[src/design/mm_pkg.sv]
`timescale 1ns / 1ps
// ----------------------------------------------------------------------------
// mm_pkg: shared types and constants for the matrix multiply block
// Command and register codes, field widths, control structs between the
// sequencer, the MAC unit and the top level.
// ----------------------------------------------------------------------------
package mm_pkg;

    localparam int MAX_DIM_DEF = 8;

    localparam int CMD_W      = 2;
    localparam int IDX_W      = 6;
    localparam int ELEM_W     = 16;
    localparam int PROD_W     = 32;
    localparam int SUM_W      = 40;
    localparam int COORD_W    = 3;
    localparam int DIM_REG_W  = 4;
    localparam int CFG_IDX_W  = 2;
    localparam int CFG_DATA_W = 4;

    localparam logic [CMD_W-1:0] CMD_WRITE_A = 2'd0;
    localparam logic [CMD_W-1:0] CMD_WRITE_B = 2'd1;
    localparam logic [CMD_W-1:0] CMD_COMPUTE = 2'd2;

    localparam logic [CFG_IDX_W-1:0] CFG_ROWS_A     = 2'd0;
    localparam logic [CFG_IDX_W-1:0] CFG_INNER_SIZE = 2'd1;
    localparam logic [CFG_IDX_W-1:0] CFG_COLS_B     = 2'd2;

    localparam logic [DIM_REG_W-1:0] DIM_RESET = 4'd8;

    // one operand read issued to the MAC pipeline
    typedef struct packed {
        logic rd;
        logic first;
        logic fin;
    } t_issue;

    // result element handed to the output register
    typedef struct packed {
        logic               load;
        logic [COORD_W-1:0] row;
        logic [COORD_W-1:0] col;
        logic               last;
    } t_emit;

    // zero counts as one, anything above the maximum as the maximum
    function automatic logic [DIM_REG_W-1:0] dim_clamp(
        input logic [DIM_REG_W-1:0] v,
        input logic [DIM_REG_W-1:0] vmax
    );
        logic [DIM_REG_W-1:0] r;
        if (v == '0) begin
            r = 4'd1;
        end else if (v > vmax) begin
            r = vmax;
        end else begin
            r = v;
        end
        return r;
    endfunction

endpackage

[src/design/mm_if.sv]
`timescale 1ns / 1ps
// ----------------------------------------------------------------------------
// mm_if: channel interfaces of the matrix multiply block
// Command channel (loads and compute requests) and result channel.
// ----------------------------------------------------------------------------
interface mm_cmd_if
    import mm_pkg::*;
();
    logic              valid;
    logic              ready;
    logic [CMD_W-1:0]  command;
    logic [IDX_W-1:0]  element_index;
    logic signed [ELEM_W-1:0] element_value;

    modport source (output valid, command, element_index, element_value, input ready);
    modport sink   (input valid, command, element_index, element_value, output ready);
endinterface

interface mm_res_if
    import mm_pkg::*;
();
    logic                     valid;
    logic                     ready;
    logic [COORD_W-1:0]       out_row;
    logic [COORD_W-1:0]       out_col;
    logic signed [SUM_W-1:0]  product_sum;
    logic                     last;

    modport source (output valid, out_row, out_col, product_sum, last, input ready);
    modport sink   (input valid, out_row, out_col, product_sum, last, output ready);
endinterface

[src/design/mm_store.sv]
`timescale 1ns / 1ps
// ----------------------------------------------------------------------------
// mm_store: operand memory
// One write port, one read port with registered read data.
// ----------------------------------------------------------------------------
module mm_store
    import mm_pkg::*;
#(
    parameter int DEPTH = MAX_DIM_DEF * MAX_DIM_DEF,
    parameter int AW    = 6
) (
    input  logic                     i_clk,
    input  logic                     i_we,
    input  logic [AW-1:0]            i_waddr,
    input  logic signed [ELEM_W-1:0] i_wdata,
    input  logic [AW-1:0]            i_raddr,
    output logic signed [ELEM_W-1:0] o_rdata
);

    logic signed [ELEM_W-1:0] r_mem [0:DEPTH-1];
    logic signed [ELEM_W-1:0] r_rdata;

    always_ff @(posedge i_clk) begin
        if (i_we) begin
            r_mem[i_waddr] <= i_wdata;
        end
        r_rdata <= r_mem[i_raddr];
    end

    assign o_rdata = r_rdata;

endmodule

[src/design/mm_mac.sv]
`timescale 1ns / 1ps
// ----------------------------------------------------------------------------
// mm_mac: shared multiply-accumulate unit
// Registered 16x16 product, then a 40-bit accumulator that restarts on the
// first term of each dot product and flags the cycle its sum is complete.
// ----------------------------------------------------------------------------
module mm_mac
    import mm_pkg::*;
(
    input  logic                     i_clk,
    input  logic                     i_rst_n,
    input  t_issue                   i_issue,
    input  logic signed [ELEM_W-1:0] i_a,
    input  logic signed [ELEM_W-1:0] i_b,
    output logic signed [SUM_W-1:0]  o_acc,
    output logic                     o_done
);

    // tags aligned with the read data, then with the product
    t_issue r_tag1, r_tag2;
    logic signed [PROD_W-1:0] r_prod;
    logic signed [SUM_W-1:0]  r_acc, n_acc;
    logic r_done;

    always_ff @(posedge i_clk) begin
        if (!i_rst_n) begin
            r_tag1 <= '0;
            r_tag2 <= '0;
            r_done <= 1'b0;
        end else begin
            r_tag1 <= i_issue;
            r_tag2 <= r_tag1;
            r_done <= r_tag2.rd & r_tag2.fin;
        end
    end

    always_ff @(posedge i_clk) begin
        r_prod <= i_a * i_b;
        r_acc  <= n_acc;
    end

    always_comb begin
        n_acc = r_acc;
        if (r_tag2.rd) begin
            if (r_tag2.first) begin
                n_acc = SUM_W'(r_prod);
            end else begin
                n_acc = r_acc + SUM_W'(r_prod);
            end
        end
    end

    assign o_acc  = r_acc;
    assign o_done = r_done;

endmodule

[src/design/mm_seq.sv]
`timescale 1ns / 1ps
// ----------------------------------------------------------------------------
// mm_seq: compute sequencer
// Walks rows, columns and inner terms, issues operand addresses to the
// stores and hands each finished sum to the output register.
// ----------------------------------------------------------------------------
module mm_seq
    import mm_pkg::*;
#(
    parameter int MAX_DIM = MAX_DIM_DEF,
    parameter int AW      = 6
) (
    input  logic                 i_clk,
    input  logic                 i_rst_n,
    input  logic                 i_start,
    input  logic [DIM_REG_W-1:0] i_rows_a,
    input  logic [DIM_REG_W-1:0] i_inner_size,
    input  logic [DIM_REG_W-1:0] i_cols_b,
    input  logic                 i_out_free,
    input  logic                 i_mac_done,
    output logic                 o_idle,
    output t_issue               o_issue,
    output logic [AW-1:0]        o_a_addr,
    output logic [AW-1:0]        o_b_addr,
    output t_emit                o_emit
);

    localparam int DCW = $clog2(MAX_DIM + 1);
    localparam int DW  = (MAX_DIM > 1) ? $clog2(MAX_DIM) : 1;

    localparam logic [1:0] ST_IDLE = 2'd0;
    localparam logic [1:0] ST_RUN  = 2'd1;
    localparam logic [1:0] ST_WAIT = 2'd2;
    localparam logic [1:0] ST_EMIT = 2'd3;

    logic [1:0]     r_state, n_state;
    logic [DCW-1:0] r_nr, n_nr, r_nk, n_nk, r_nc, n_nc;
    logic [DW-1:0]  r_i, n_i, r_j, n_j, r_k, n_k;
    logic [AW-1:0]  r_a_base, n_a_base, r_a_addr, n_a_addr, r_b_addr, n_b_addr;
    logic           last_k, last_i, last_j;
    logic [AW-1:0]  next_base;

    always_ff @(posedge i_clk) begin
        if (!i_rst_n) begin
            r_state <= ST_IDLE;
        end else begin
            r_state <= n_state;
        end
        r_nr     <= n_nr;
        r_nk     <= n_nk;
        r_nc     <= n_nc;
        r_i      <= n_i;
        r_j      <= n_j;
        r_k      <= n_k;
        r_a_base <= n_a_base;
        r_a_addr <= n_a_addr;
        r_b_addr <= n_b_addr;
    end

    assign last_k    = (r_k == DW'(r_nk - DCW'(1)));
    assign last_i    = (r_i == DW'(r_nr - DCW'(1)));
    assign last_j    = (r_j == DW'(r_nc - DCW'(1)));
    assign next_base = r_a_base + AW'(r_nk);

    always_comb begin
        n_state  = r_state;
        n_nr     = r_nr;
        n_nk     = r_nk;
        n_nc     = r_nc;
        n_i      = r_i;
        n_j      = r_j;
        n_k      = r_k;
        n_a_base = r_a_base;
        n_a_addr = r_a_addr;
        n_b_addr = r_b_addr;
        o_issue  = '0;
        o_emit.load = 1'b0;
        o_emit.row  = COORD_W'(r_i);
        o_emit.col  = COORD_W'(r_j);
        o_emit.last = last_i & last_j;

        unique case (r_state)
            ST_IDLE: begin
                if (i_start) begin
                    n_nr     = DCW'(dim_clamp(i_rows_a, DIM_REG_W'(MAX_DIM)));
                    n_nk     = DCW'(dim_clamp(i_inner_size, DIM_REG_W'(MAX_DIM)));
                    n_nc     = DCW'(dim_clamp(i_cols_b, DIM_REG_W'(MAX_DIM)));
                    n_i      = '0;
                    n_j      = '0;
                    n_k      = '0;
                    n_a_base = '0;
                    n_a_addr = '0;
                    n_b_addr = '0;
                    n_state  = ST_RUN;
                end
            end
            ST_RUN: begin
                o_issue.rd    = 1'b1;
                o_issue.first = (r_k == '0);
                o_issue.fin   = last_k;
                if (last_k) begin
                    n_k     = '0;
                    n_state = ST_WAIT;
                end else begin
                    n_k      = r_k + DW'(1);
                    n_a_addr = r_a_addr + AW'(1);
                    n_b_addr = r_b_addr + AW'(r_nc);
                end
            end
            ST_WAIT: begin
                if (i_mac_done) begin
                    n_state = ST_EMIT;
                end
            end
            ST_EMIT: begin
                if (i_out_free) begin
                    o_emit.load = 1'b1;
                    if (last_j) begin
                        n_j = '0;
                        if (last_i) begin
                            n_state = ST_IDLE;
                        end else begin
                            n_i      = r_i + DW'(1);
                            n_a_base = next_base;
                            n_a_addr = next_base;
                            n_b_addr = '0;
                            n_state  = ST_RUN;
                        end
                    end else begin
                        n_j      = r_j + DW'(1);
                        n_a_addr = r_a_base;
                        n_b_addr = AW'(r_j) + AW'(1);
                        n_state  = ST_RUN;
                    end
                end
            end
            default: begin
                n_state = ST_IDLE;
            end
        endcase
    end

    assign o_idle   = (r_state == ST_IDLE);
    assign o_a_addr = r_a_addr;
    assign o_b_addr = r_b_addr;

endmodule

[src/design/matrix_multiply_top.sv]
`timescale 1ns / 1ps
// ----------------------------------------------------------------------------
// matrix_multiply_top: dense fixed-point matrix product C = A x B
// Q8.8 operands loaded by index, Q24.16 results streamed in row-major order.
// ----------------------------------------------------------------------------
// Usage:
//   i_cmd carries one beat per command. A write-A or write-B beat stores a
//   Q8.8 element at a row-major index; indexes beyond the store are
//   dropped. A compute beat walks the result and sends one beat per
//   element on o_res, row by row, with last set on the final element.
//   Dimensions come from the three configuration registers (zero reads as
//   one, values above MAX_DIM as MAX_DIM); write them only while idle.
// Timing:
//   Loads are taken every cycle while no compute runs. A compute holds
//   i_cmd.ready low while the single shared MAC unit runs: each result
//   element takes one operand pair per cycle, then read, multiply and
//   accumulate and the hand-off before the next element starts.
// Reset and stalls:
//   Reset empties the output register, returns the sequencer to idle and
//   sets all dimensions to 8; store contents stay undefined until written.
//   When o_res stalls, hold the finished beat and freeze the sequencer
//   before the next hand-off; new commands are taken again once the final
//   element sits in the output register.
// ----------------------------------------------------------------------------
module matrix_multiply_top
    import mm_pkg::*;
#(
    parameter int MAX_DIM = MAX_DIM_DEF
) (
    input  logic                  i_clk,
    input  logic                  i_rst_n,
    input  logic                  i_cfg_we,
    input  logic [CFG_IDX_W-1:0]  i_cfg_idx,
    input  logic [CFG_DATA_W-1:0] i_cfg_data,
    mm_cmd_if.sink                i_cmd,
    mm_res_if.source              o_res
);

    localparam int DEPTH = MAX_DIM * MAX_DIM;
    localparam int AW    = (DEPTH > 1) ? $clog2(DEPTH) : 1;

    // configuration registers
    logic [DIM_REG_W-1:0] r_rows_a, r_inner_size, r_cols_b;

    // output register
    logic                    r_out_valid;
    logic [COORD_W-1:0]      r_out_row, r_out_col;
    logic signed [SUM_W-1:0] r_out_sum;
    logic                    r_out_last;

    logic                     cmd_accept;
    logic                     idx_ok;
    logic                     we_a, we_b;
    logic                     seq_idle;
    logic                     out_free;
    logic                     mac_done;
    t_issue                   issue;
    t_emit                    emit;
    logic [AW-1:0]            a_addr, b_addr;
    logic signed [ELEM_W-1:0] a_data, b_data;
    logic signed [SUM_W-1:0]  acc;

    always_ff @(posedge i_clk) begin
        if (!i_rst_n) begin
            r_rows_a     <= DIM_RESET;
            r_inner_size <= DIM_RESET;
            r_cols_b     <= DIM_RESET;
        end else if (i_cfg_we) begin
            unique case (i_cfg_idx)
                CFG_ROWS_A:     r_rows_a     <= i_cfg_data;
                CFG_INNER_SIZE: r_inner_size <= i_cfg_data;
                CFG_COLS_B:     r_cols_b     <= i_cfg_data;
                default: ;
            endcase
        end
    end

    // take commands only while the sequencer rests
    assign i_cmd.ready = seq_idle;
    assign cmd_accept  = i_cmd.valid & seq_idle;

    // drop loads outside the store
    assign idx_ok = ({1'b0, i_cmd.element_index} < (IDX_W + 1)'(DEPTH));
    assign we_a   = cmd_accept & idx_ok & (i_cmd.command == CMD_WRITE_A);
    assign we_b   = cmd_accept & idx_ok & (i_cmd.command == CMD_WRITE_B);

    mm_store #(.DEPTH(DEPTH), .AW(AW)) u_store_a (
        .i_clk   (i_clk),
        .i_we    (we_a),
        .i_waddr (i_cmd.element_index[AW-1:0]),
        .i_wdata (i_cmd.element_value),
        .i_raddr (a_addr),
        .o_rdata (a_data)
    );

    mm_store #(.DEPTH(DEPTH), .AW(AW)) u_store_b (
        .i_clk   (i_clk),
        .i_we    (we_b),
        .i_waddr (i_cmd.element_index[AW-1:0]),
        .i_wdata (i_cmd.element_value),
        .i_raddr (b_addr),
        .o_rdata (b_data)
    );

    // output register is free when empty or drained this cycle
    assign out_free = ~r_out_valid | o_res.ready;

    mm_seq #(.MAX_DIM(MAX_DIM), .AW(AW)) u_seq (
        .i_clk        (i_clk),
        .i_rst_n      (i_rst_n),
        .i_start      (cmd_accept & (i_cmd.command == CMD_COMPUTE)),
        .i_rows_a     (r_rows_a),
        .i_inner_size (r_inner_size),
        .i_cols_b     (r_cols_b),
        .i_out_free   (out_free),
        .i_mac_done   (mac_done),
        .o_idle       (seq_idle),
        .o_issue      (issue),
        .o_a_addr     (a_addr),
        .o_b_addr     (b_addr),
        .o_emit       (emit)
    );

    mm_mac u_mac (
        .i_clk   (i_clk),
        .i_rst_n (i_rst_n),
        .i_issue (issue),
        .i_a     (a_data),
        .i_b     (b_data),
        .o_acc   (acc),
        .o_done  (mac_done)
    );

    // load a finished element, clear valid once the beat is taken
    always_ff @(posedge i_clk) begin
        if (!i_rst_n) begin
            r_out_valid <= 1'b0;
        end else if (emit.load) begin
            r_out_valid <= 1'b1;
        end else if (o_res.ready) begin
            r_out_valid <= 1'b0;
        end
    end

    always_ff @(posedge i_clk) begin
        if (emit.load) begin
            r_out_row  <= emit.row;
            r_out_col  <= emit.col;
            r_out_sum  <= acc;
            r_out_last <= emit.last;
        end
    end

    assign o_res.valid       = r_out_valid;
    assign o_res.out_row     = r_out_row;
    assign o_res.out_col     = r_out_col;
    assign o_res.product_sum = r_out_sum;
    assign o_res.last        = r_out_last;

endmodule

[src/flat_wrapper.sv]
// flat-port wrapper written by rule: the top's interface ports become plain ports
module matrix_multiply_top_flat import mm_pkg::*;
#(
    parameter int MAX_DIM = MAX_DIM_DEF
)
  (i_clk, i_rst_n, i_cfg_we, i_cfg_idx, i_cfg_data, i_cmd_valid, i_cmd_command, i_cmd_element_index, i_cmd_element_value, i_cmd_ready, o_res_valid, o_res_out_row, o_res_out_col, o_res_product_sum, o_res_last, o_res_ready);
  mm_cmd_if i_cmd_i ();
  mm_res_if o_res_i ();
  input  logic i_clk;
  input  logic i_rst_n;
  input  logic i_cfg_we;
  input  logic [CFG_IDX_W-1:0] i_cfg_idx;
  input  logic [CFG_DATA_W-1:0] i_cfg_data;
  input wire logic [$bits(i_cmd_i.valid)-1:0] i_cmd_valid;
  input wire logic [$bits(i_cmd_i.command)-1:0] i_cmd_command;
  input wire logic [$bits(i_cmd_i.element_index)-1:0] i_cmd_element_index;
  input wire logic [$bits(i_cmd_i.element_value)-1:0] i_cmd_element_value;
  output wire logic [$bits(i_cmd_i.ready)-1:0] i_cmd_ready;
  output wire logic [$bits(o_res_i.valid)-1:0] o_res_valid;
  output wire logic [$bits(o_res_i.out_row)-1:0] o_res_out_row;
  output wire logic [$bits(o_res_i.out_col)-1:0] o_res_out_col;
  output wire logic [$bits(o_res_i.product_sum)-1:0] o_res_product_sum;
  output wire logic [$bits(o_res_i.last)-1:0] o_res_last;
  input wire logic [$bits(o_res_i.ready)-1:0] o_res_ready;
  assign i_cmd_i.valid = i_cmd_valid;
  assign i_cmd_i.command = i_cmd_command;
  assign i_cmd_i.element_index = i_cmd_element_index;
  assign i_cmd_i.element_value = i_cmd_element_value;
  assign i_cmd_ready = i_cmd_i.ready;
  assign o_res_valid = o_res_i.valid;
  assign o_res_out_row = o_res_i.out_row;
  assign o_res_out_col = o_res_i.out_col;
  assign o_res_product_sum = o_res_i.product_sum;
  assign o_res_last = o_res_i.last;
  assign o_res_i.ready = o_res_ready;
  matrix_multiply_top #(.MAX_DIM(MAX_DIM)) u_core (.i_clk(i_clk), .i_rst_n(i_rst_n), .i_cfg_we(i_cfg_we), .i_cfg_idx(i_cfg_idx), .i_cfg_data(i_cfg_data), .i_cmd(i_cmd_i), .o_res(o_res_i));
endmodule
[config.mk]
export PLATFORM = sky130hd
export DESIGN_NAME = matrix_multiply_top_flat
export DESIGN_NICKNAME = d
export VERILOG_FILES = /design/src/design/mm_pkg.sv /design/src/design/mm_if.sv /design/src/design/mm_store.sv /design/src/design/mm_mac.sv /design/src/design/mm_seq.sv /design/src/design/matrix_multiply_top.sv /design/src/flat_wrapper.sv
export SDC_FILE = /design/constraint.sdc
export NUM_CORES = 2
export LEC_CHECK = 0
export ABC_AREA = 1
export ABC_CLOCK_PERIOD_IN_PS = 14530
export BUFFER_PORTS_ARGS = -buffer_cell sky130_fd_sc_hd__buf_2
export CAP_MARGIN = 5
export CORE_MARGIN = 4
export CORE_UTILIZATION = 65
export CTS_CLUSTER_SIZE = 24
export DETAILED_ROUTE_END_ITERATION = 16
export GPL_ROUTABILITY_DRIVEN = 0
export HOLD_SLACK_MARGIN = 0.03
export PLACE_DENSITY = 0.79
export SETUP_SLACK_MARGIN = 0.4
export SYNTH_ARGS = -nofsm -noshare
export SYNTH_HDL_FRONTEND = slang
export SYNTH_SLANG_ARGS = --single-unit
[constraint.sdc]
create_clock -name i_clk -period 14.53 [get_ports i_clk]
set_input_delay 0.7265 -clock i_clk [delete_from_list [all_inputs] [get_ports i_clk]]
set_output_delay 0.7265 -clock i_clk [all_outputs]
set_load 0.01 [all_outputs]
* After elaboration in Yosys (flattened, before gate mapping)
Memory sizes are Yosys's and may differ from the RTL's. A register that Yosys moved wholly into a read port is not among the register bits.
Cells that the tools add are included.
** Cells by class
- Reductions and logical operators :: 24
- $lt $le $gt $ge :: 3
- Muxes and demuxes :: 44
- $add $sub $neg :: 11
- Bitwise logic cells :: 8
- Multiply operators :: 1
- Equality and inequality tests :: 18
** Operator list (number)
- 6-bit 2-to-1 mux :: 11
- 40-bit by 32-bit adder with 40-bit output :: 1
- 40-bit 2-to-1 mux :: 1
- 6-bit case mux with 3 select lines :: 2
- 16-bit by 16-bit multiplier with 32-bit output :: 1
- 3-bit 2-to-1 mux :: 8
- 3-bit case mux with 2 select lines :: 3
- 6-bit by 4-bit adder with 6-bit output :: 2
- 4-bit > comparator (second input constant) :: 3
- 4-bit zero test :: 3
- 2-bit != test (second input constant) :: 6
- 6-bit case mux with 2 select lines :: 1
- 2-bit AND reduction :: 6
- 1-bit 2-to-1 mux :: 10
- 2-bit 2-to-1 mux :: 5
- 5-bit AND reduction :: 2
- 3-bit by 1-bit adder with 3-bit output (second input constant) :: 3
- 3-bit equality test :: 3
- 3-bit by 1-bit subtractor with 3-bit output (second input constant) :: 3
- 2-bit equality test (second input constant) :: 4
- 4-bit 2-to-1 mux :: 2
- 2-bit case mux with 4 select lines :: 1
- 6-bit by 1-bit adder with 6-bit output (second input constant) :: 1
- 1-bit AND :: 6
- 13 further kinds :: 21
** Storage, ports and cells
- Output and inout bits :: 49
- RAM bits :: 2048
- Input bits :: 35
- Logic and storage cells :: 141
- Flip-flop bits (word level) :: 179
- Memories kept :: 2
** Memories
- u_core.u_store_a.r_mem :: depth 64, width 16, rd ports 1, clocked after Yosys merged registers in 1, wr ports 1, RTL line mm_store.sv:20 : logic signed [ELEM_W-1:0] r_mem [0:DEPTH-1];
- u_core.u_store_b.r_mem :: depth 64, width 16, rd ports 1, clocked after Yosys merged registers in 1, wr ports 1, RTL line mm_store.sv:20

* Logic depth before layout (Yosys ltp)
- Word-level depth :: 6
- Mapped depth :: 26
- Gate-level depth less buffers :: 24

* By module
Synthesis repeated with hierarchy kept, for this count alone.
** Unflattened totals
- Cell total of the unflattened synthesis :: 9674
- Area, all modules :: 104851.8 sq um
** Modules (own cells, without submodules)
- mm_store :: cells an instance 3517, times used 2, seq. area each 31069.8 sq um, area an instance 42099.1 sq um
- mm_mac :: cells an instance 2223, times used 1, seq. area each 1981.9 sq um, area an instance 16138.0 sq um
- mm_seq :: cells an instance 285, times used 1, seq. area each 1181.1 sq um, area an instance 2532.4 sq um
- matrix_multiply_top :: cells an instance 132, times used 1, seq. area each 1671.6 sq um, area an instance 1983.2 sq um

* Worst setup path after synthesis
No wires, ideal clock.
- Path kind :: flip-flop to flip-flop
- From :: register u_core.u_store_a.r_rdata[15] (netlist: u_core.u_store_a.o_rdata[15]), read port of u_core.u_store_a.r_mem
- To :: register u_core.u_mac.r_prod[29]
- Buffers on the path :: 1
- Arrival :: 5.329 ns
- Period minus slack after synthesis :: 5.442 ns
- Setup slack :: 9.088 ns
- Required time :: 14.417 ns
- Library setup time :: 0.113 ns
- Stages on the path, launching flop included :: 19
- Cell sequence :: dfxtp_1 -> clkbuf_1 -> nand2_1 -> inv_1 -> fa_1 -> fa_1 -> inv_1 -> fa_1 -> fa_1 -> fa_1 -> fa_1 -> inv_1 -> ha_1 -> nand2_1 -> nor2_1 -> nand2_1 -> or2_2 -> nand4_1 -> nand2_1
** Between the ends
- Word-level cells in the longest chain between the ends :: 1
** RTL lines
- from (decl) :: RTL line mm_store.sv:21 : logic signed [ELEM_W-1:0] r_rdata;
- 16-bit by 16-bit multiplier with 32-bit output :: RTL line mm_mac.sv:38 : r_prod <= i_a * i_b;
- to (signal assigned) :: RTL line mm_mac.sv:38
- to (decl) :: RTL line mm_mac.sv:21 : logic signed [PROD_W-1:0] r_prod;
Every way passes these cells.
A chain may end at the register's enable or synchronous reset.

* Worst setup path in the final report
- From :: register u_core.u_store_a.r_rdata[15] (netlist: u_core.u_store_a.o_rdata[15]), read port of u_core.u_store_a.r_mem
- To :: register u_core.u_mac.r_prod[23]
Same word-level chain as after synthesis.

==> flow_summary_export.csv <==
group,metric,value,unit
synth,synth_common_cells,"edfxtp_1 (2173), nand2_1 (1950), nor2_1 (1186)",
clock_network,cts_sinks,2259,
synth,synth.avg_cell_area,11.34,um2
sta,tns,0,ps
floorplan,die_x,404.9,um
synth,netlist_area,102400,um2
floorplan,die_h,404.9,um
sta,tightest_slew,1377,ps
grt,grt_max_degree,225,
critical_path,cp-end-kind,"flip-flop",
synth,ys_seq_area_share,65.40,%
clock_network,clkTransAtPathRegs,70,ps
critical_path,startpoint,"u_core.u_store_a.o_rdata[15]",
grt,busiest_layer,"met2",
clock_network,numCtsBuffers,213,
synth,yosys-top-cells-area,"edfxtp_1 (64%), nand2_1 (7.1%), fa_1 (5.2%)",
clock_network,ctsResizeCount,0,
synth,synth_edf_count,2173,
sta,rsz0062_at_grt,"no",
place,placed_cell_area,104800,um2
floorplan,initial_utilization,65.48,%
final_layout,multi_input_area,30860,um2
synth,synth_ff_type,"edfxtp_1",
grt,grtUsageMet3,6.376,%
place,pre_cts_ws,8546,ps
critical_path,path_max_fanout,16,
final_layout,drive_above_1_share,6.703,%
grt,met2_usage,51.56,%
clock_network,clk_latency,850,ps
grt,overflow,0,
detailed_routing,via_per_inst,6.355,
final_layout,nets,9472,
clock_network,cts_tree,"built",
detailed_routing,drt_iter0_markers,10885,
final_layout,final_cells,11265,
sta,finalHoldViolCount,0,
sta,layout_min_cycle_time,6155,ps
worst_hold_path,hold_start,"i_cfg_data[3]",
sta,setup_violations,0,
grt,grt_pass1_vias,70430,
critical_path,cp_data_arrival_time,6920,ps
detailed_routing,dr.pass1.iters,9,
final_layout,regArea,66980,um2
sta,relSlewSlack,7.509,%
final_layout,syn_to_final_growth,8.824,%
critical_path,rr_startpoint,"u_core.u_store_a.o_rdata[15]",
detailed_routing,drc_errors,0,
place,placed_cells,10874,
synth,syn_nets,9475,
clock_network,post_cts_buffers,0,
sta,slew_viol_final,0,
run,drv_cap,0,
detailed_routing,num_vias,71585,
grt,grt_pass1_wl,410500,um
worst_hold_path,min_path_type,"in -> reg",
synth,yosysMostFrequentCell,"edfxtp_1",
clock_network,clock_path_buffers,3,
critical_path,path_class,"reg -> reg",
clock_network,htreeDepth,4,
sta,max_clock_freq,162.5,MHz
final_layout,num-fill-cells,10248,
floorplan,io_pins,84,
synth,synth_top_area_share,63.72,%
synth,ys_types,36,
floorplan,coreArea,156400,um2
clock_network,cts_hold_buf,0,
grt,met1_usage,45.46,%
synth,synth_cells,9034,
place,io_buffer_count,83,
sta,postLayoutSetupSlackWorst,8375,ps
floorplan,rows,145,
critical_path,cp-start-kind,"flip-flop",
outcome,run_status,"completed",
synth,synth_seq_cells,2259,
detailed_routing,wl_per_cell,24.08,um
grt,antenna_found_initial,12,
clock_network,root_buffer,"clkbuf_16",
floorplan,die_area,164000,um2
critical_path,cp.required,15300,ps
synth,synth_area_leader_cell,"edfxtp_1",
detailed_routing,ant_nets,0,
grt,grt_usage,32.88,%
detailed_routing,routed_wl,271200,um
synth,async_flop_share,0,%
place,dp_hpwl,160200,um
synth,yosys_warnings,0,
sta,skew,49.57,ps
final_layout,stdcell_area,111400,um2
sta,fin_crit_sh,42.36,%
==> state kept, by name, summed over array words and instances, names as in the netlist, 6 cells and up <==
signal	flops
u_core.u_store_b.r_mem	1024
u_core.u_mac.r_prod	32
u_core.u_mac.o_acc	40
u_core.u_store_a.o_rdata	16
u_core.u_seq.o_a_addr	6
u_core.u_seq.r_a_base	6
u_core.u_store_b.o_rdata	16
u_core.u_store_a.r_mem	1024
u_core.u_seq.o_b_addr	6
u_core.o_res.product_sum	40
==> kinds of logic after synthesis <==
logic type,Yosys count,synth area share [%]
AND/OR/NAND/NOR,3466,13.19
flip-flops,2259,65.40
XOR/XNOR,53,0.4533
buffers and inverters,1127,4.520
adder cells (fa/ha/maj),406,6.903
AO/OA/AOI/OAI,1611,8.432
multiplexers,112,1.095
==> critical path, stage by stage, from the launching register on <==
cell	delay (ps)
dfxtp_1	730
nand2_1	220
inv_1	160
fa_1	550
fa_1	850
fa_1	510
fa_1	500
fa_1	490
inv_1	50
fa_1	470
inv_1	40
ha_1	390
nand2_1	150
nor2_1	180
inv_1	80
nor2_1	240
nand4_1	140
nand3_1	130
xor2_1	170
==> placed cells by master (no fill, tap or decap), types with 5 or more instances in the layout <==
master and instances:
nor2_1 1175, nor3_1 31, inv_1 616, dfxtp_1 85, buf_2 67, nand2_1 1948, mux2i_1 112, clkbuf_1 40
o21ai_0 893, clkinv_2 48, fa_1 265, inv_6 6, a21boi_0 15, nand4_1 23, a21oi_1 235, clkinv_1 57
o21ai_1 58, o21bai_1 6, o22ai_1 391, xnor2_1 27, nand3b_1 16, xor2_1 26, buf_4 212, clkbuf_16 215
nor2_2 11, or2_2 15, edfxtp_1 2173, nand3_1 243, a21o_1 5, ha_1 141, bufinv_16 12
==> through the flow <==
stage	utilization [%]	hold WS (ps)
after CTS	71.25	69.88
after detailed placement	67.01	407.4
after global placement	67.01	400.7
final	71.26	141.4
after global routing	71.26	113.0
after floorplan	-	390.5
==> per-layer routing <==
metal,vias to the layer above,part of all wire (%),routed length (um)
met4,0,4.7,12620
met2,5194,47,126600
met3,795,12,33790
li1,31074,-,-
met1,34522,36,98180
met5,-,0,0
==> area by class of cell <==
type | instances | area share (%)
Clock buffer | 258 | 5.000
Clock inverter | 131 | 0.9633
Sequential cell | 2259 | 60.10
Tap cell | 2058 | 2.311
Timing Repair Buffer | 282 | 1.783
Inverter | 627 | 2.142
Multi-Input combinational cell | 5648 | 27.70
Antenna cell | 2 | 0.004491
==> path summary, 6_finish.rpt <==
| kind | end | slack [ps] | cells after the start |
|---|---|---|---|
| setup reg to reg | u_core.u_mac.r_prod[23] | 8380 | 18 |
| setup / recovery | u_core.u_mac.r_prod[23] | 8380 | 18 |
| hold / removal | u_core.r_cols_b[3] | 140 | 3 |
| hold reg to reg | u_core.u_mac.r_tag2[2] | 410 | 2 |
Power is left out: the tool's default activity adds up to more than one toggle a clock period on the data nets, which glitch-free logic cannot reach.
